## src/hw/rtl/nst_pkg.sv

```systemverilog
// Shared types, codes and helpers for the nearest table entry search.
package nst_pkg;

  localparam int CFG_W  = 9;
  localparam int POS_W  = 16;
  localparam int SQ_W   = 32;
  localparam int DIST_W = 34;
  localparam int ROOT_W = 16;

  localparam logic KIND_LOAD  = 1'b0;
  localparam logic KIND_QUERY = 1'b1;

  typedef logic [CFG_W-1:0] cfg_t;

  typedef struct packed {
    logic              kind;
    logic [7:0]        entry_index;
    logic signed [15:0] pos_x;
    logic signed [15:0] pos_y;
    logic signed [15:0] heading;
    logic signed [15:0] mid_curvature;
    logic signed [15:0] end_curvature;
  } in_item_t;

  typedef struct packed {
    logic              table_empty;
    logic [7:0]        best_index;
    logic [15:0]       arc_length;
    logic signed [15:0] best_mid_curvature;
    logic signed [15:0] best_end_curvature;
  } out_item_t;

  typedef struct packed {
    logic signed [15:0] x;
    logic signed [15:0] y;
    logic signed [15:0] yaw;
    logic signed [15:0] mid;
    logic signed [15:0] fin;
  } entry_t;

  typedef struct packed {
    logic start;    // latch query target, clear scan
    logic write;    // store the item as a table entry
    logic issue;    // read next entry
    logic publish;  // move result to output register
  } dp_cmd_t;

  typedef struct packed {
    logic issue_left;
    logic busy;
    logic out_free;
  } dp_status_t;

  function automatic logic [POS_W-1:0] abs_diff(logic signed [POS_W-1:0] a,
                                               logic signed [POS_W-1:0] b);
    logic signed [POS_W:0] d;
    logic [POS_W:0] m;
    d = {a[POS_W-1], a} - {b[POS_W-1], b};
    m = d[POS_W] ? (~d + 1'b1) : d;
    return m[POS_W-1:0];
  endfunction

endpackage

```

## src/hw/rtl/nst_ctrl.sv

```systemverilog
// Controller: sequences loads, query scans and result hand-off.
module nst_ctrl import nst_pkg::*; (
  input  logic       clk,
  input  logic       rst,
  input  logic       req_valid,
  input  logic       req_kind,
  output logic       req_ready,
  input  dp_status_t st,
  output dp_cmd_t    cmd
);

  localparam logic [1:0] S_IDLE = 2'd0;
  localparam logic [1:0] S_SCAN = 2'd1;
  localparam logic [1:0] S_DONE = 2'd2;

  logic [1:0] state;
  logic [1:0] state_next;

  always_comb begin
    state_next = state;
    req_ready  = 1'b0;
    cmd        = '0;
    case (state)
      S_IDLE: begin
        req_ready = 1'b1;
        if (req_valid) begin
          if (req_kind == KIND_LOAD) begin
            cmd.write = 1'b1;
          end else begin
            cmd.start  = 1'b1;
            state_next = S_SCAN;
          end
        end
      end
      S_SCAN: begin
        cmd.issue = st.issue_left;
        if (!st.issue_left && !st.busy) begin
          state_next = S_DONE;
        end
      end
      S_DONE: begin
        if (st.out_free) begin
          cmd.publish = 1'b1;
          state_next  = S_IDLE;
        end
      end
      default: begin
        state_next = S_IDLE;
      end
    endcase
  end

  always_ff @(posedge clk) begin
    if (rst) begin
      state <= S_IDLE;
    end else begin
      state <= state_next;
    end
  end

endmodule

```

## config.mk

```make
export PLATFORM = sky130hd
export DESIGN_NAME = nst_ctrl
export DESIGN_NICKNAME = d
export VERILOG_FILES = /design/src/hw/rtl/nst_pkg.sv /design/src/hw/rtl/nst_ctrl.sv
export SDC_FILE = /design/constraint.sdc
export NUM_CORES = 1
export LEC_CHECK = 0
export BUFFER_PORTS_ARGS = -buffer_cell sky130_fd_sc_hd__buf_4
export CAP_MARGIN = 5
export CORE_AREA = 5 5 42 44
export CTS_CLUSTER_DIAMETER = 60
export DETAILED_ROUTE_END_ITERATION = 6
export DIE_AREA = 0 0 47 49
export GPL_ROUTABILITY_DRIVEN = 0
export MAX_ROUTING_LAYER = met4
export PLACE_DENSITY = 0.35
export SLEW_MARGIN = 20
export SYNTH_ARGS = -nofsm -noshare
export SYNTH_HDL_FRONTEND = slang
export SYNTH_SLANG_ARGS = --single-unit
```

## constraint.sdc

```tcl
create_clock -name clk -period 2.3 [get_ports clk]
set_clock_uncertainty 0.15 [all_clocks]
set_input_delay 0.115 -clock clk [delete_from_list [all_inputs] [get_ports clk]]
set_output_delay 0.115 -clock clk [all_outputs]
set_load 0.02 [all_outputs]
```

==> results.md <==
- Setup slack after layout: 966.6 ps
- Status: finished clean
- Setup_tns: 0 ps
- Sw Share: 23.39%
- Sinks on Clock Net: 2
- Crit path DAT: 1070 ps
- Worst Setup End Kind: output pin
- H-tree depth: 1
- Die Ht: 49 um
- Post-CTS resize count: 0
- Sequential-to-total area share from yosys stat: 32.99%
- Clock tree from TritonCTS: built
- Worst skew pair latency: 220 ps
- WP data required: 2040 ps
- Crit path time final: 1333 ps
- Final layout net count: 38
- Synth Area in Simple Gates: 48.45%
- FF+latch count, synth: 2
- Largest Register: state
- Global Route Usage Sum: 4.542%
- Root buf cell: clkbuf_4
- Net Count, Synth: 21
- Biggest regs: state (2)
- M2 GR Usage: 3.620%
- Finished Layout Cells: 45
- Switching power: 33.99 uW
- Met3 Use GR: 5.166%
- Core Region: 1401 um^2
- Most frequent cell after synthesis: nor2_1
- CP Cell Sequence: nor4b_1 -> buf_4
- Number of synthesized flops with an enable pin: 0
- Final-report setup violation count: 0
- Global-route wire length before repair: 690 um
- Multiplexer area fraction after synthesis: 0%
- Clk buf depth: 2
- Max FFs per register: 2
- Synth top cells by count: nor2_1, dfxtp_1
- Max-Cap Viols: 0
- Bufs and invs on worst path: 1
- Critical path's slowest cell: dfxtp_1
- Port Buffers: 11
- Antenna viol nets, final: 0
- Cell variety after synth: 11
- Max-slew violations: 0
- Worst-path maximum fanout: 7
- GRT busiest layer: met1
- RSZ-0062 raised after global routing: no
- Pre-CTS setup slack: 1072 ps
- Largest net degree at the start of global routing: 9
- Area contributors post-synth: dfxtp_1, nor2_1, and3b_2
- Proportion of netlist area held by the largest area contributor: 32.99%
- Routed wire length: 406 um
- Row cnt: 14
- Dpl cells: 41
- Worst slew pin tran: 342.7 ps
- P_leak: 0.0001160 uW
- Effective utilization at floorplan: 8.661%
- Hpwl dp: 342.6 um
- IO Pins: 12
- Final Hold Fails: 0
- Post-synthesis xor/xnor area fraction: 0%
- Diodes inserted: 0
- Number of CTS-inserted buffers: 3
- Asr flop ratio synth: 0%
- Crit start category: flip-flop
- Largest delay share family, worst path: flip-flops
- Rel. slew slack: 76.56%
- Met1 usage: 5.908%
- Syn-to-layout area delta: 111.3%
- Internal power: 111.3 uW
- Total gr overflow: 0
- Worst hold margin: 23.40 ps
- Fmax: 749.9 MHz
- Prevailing post-synth register cell: dfxtp_1
- Clock transition at path regs: 30 ps
- Vias in the first global route: 167
- Vias per inst: 3.556
- Drt pass-1 iters: 2
- Clk network pwr share: 51.2%
- Area share of fa/ha/maj cells after synthesis: 0%
- Sequential Power Share: 27.2%
- Initial antenna violation count: 0
- VDD IR max: 0.1889 mV
- Horiz. Die Dim: 47 um
- # DRC: 0
- Initial DRC count: 1
- Largest family of logic cells by synthesized area: simple AND/OR/NAND/NOR gates
- Compound-cell area share of the yosys netlist: 18.56%
- Cells after Synth: 14
- Synthesis Warnings: 0
- Max incr delay on CP: 340 ps
- DIE AREA: 2303 um^2
- Share of layout cells above drive strength 1: 58.62%
- Kind of critical path: flip-flop to output pin
- Tcrit/Tclk final: 57.98%
- Logic gate share of total power: 21.6%
- Routed WL per cell: 9.022 um
- Pwr Density: 566.5 nW/um^2
- Synthesized cell area: 121.4 um^2
- DR vias: 160
- Post-Syn Area per Cell: 8.669 um^2
- Worst hold path type: input pin to flip-flop
- Largest area contributor in the netlist: dfxtp_1
-- power groups by stage --
stage	Sequential, uW	Combinational, uW	Clock [uW]
global route	40.0	34.6	81.4
detailed placement	40.0	30.6	0
global placement	39.9	30.9	0
finish	39.5	31.4	74.4
CTS	39.5	32.0	79.2
floorplan	39.1	12.7	0
-- layout by cell type (no fill, tap or decap) --
cell,netlist,routed
or4b_1,1,1
and3_1,1,1
nand2_1,1,1
or3b_2,1,1
clkbuf_4,0,3
a21oi_2,1,1
nor2_1,3,3
and3b_2,1,1
dlygate4sd3_1,0,1
a2111oi_0,1,1
buf_4,0,11
nor4b_1,1,1
a21oi_1,1,1
dfxtp_1,2,2
-- tightest hold or removal path: cells and delay by family --
kind | cells | cell delay [ps]
compound gates | 1 | 40
buf+inv | 1 | 80
simple gates | 1 | 100
-- routing by layer --
| metal | share of wire [%] | up-vias |
|---|---|---|
| met3 | 15 | 0 |
| met1 | 59 | 61 |
| met2 | 26 | 12 |
| met4 | 0 | 0 |
| li1 | - | 87 |
| met5 | 0 | - |
-- per-stage QoR --
step / utilization [%] / cell area (um^2) / total power (uW)
6_report: 18.30 / 256.5 / 145.3
5_1_grt: 18.30 / 256.5 / 156.0
4_1_cts: 18.30 / 256.5 / 150.7
3_5_place_dp: 15.98 / 224.0 / 70.55
3_3_place_gp: 15.98 / 224.0 / 70.78
2_1_floorplan: - / 121.4 / 51.85
-- kinds of logic (layout without fill, tap and decap cells) --
kind of cell | after synthesis | count (layout)
DFF | 2 | 2
AOI/OAI and AO/OA | 3 | 3
buffers and inverters | 0 | 15
and+or+nand+nor | 9 | 9
-- timing repair --
action | 4_1_cts | 5_1_grt
hold endpoints to repair | 2 | 0
hold buffers | 1 | 0
buffers inserted | 0 | 0
-- final timing paths --
path	depth (start not counted)	slack, ps	start	to
max	2	970	state[1]	cmd[2]
min	3	20	st[1]	state[1]
max reg2reg	2	1070	state[1]	state[1]
min reg2reg	1	410	state[1]	state[0]
-- cell type report --
class / instances / area, um^2
fillers: 170 / 1145
repair buffers: 12 / 92.59
multi-input cells: 12 / 81.33
flip-flops and latches: 2 / 40.04
clock buffers: 3 / 22.52
well taps: 16 / 20.02
Power figures use the tool's default switching activity.
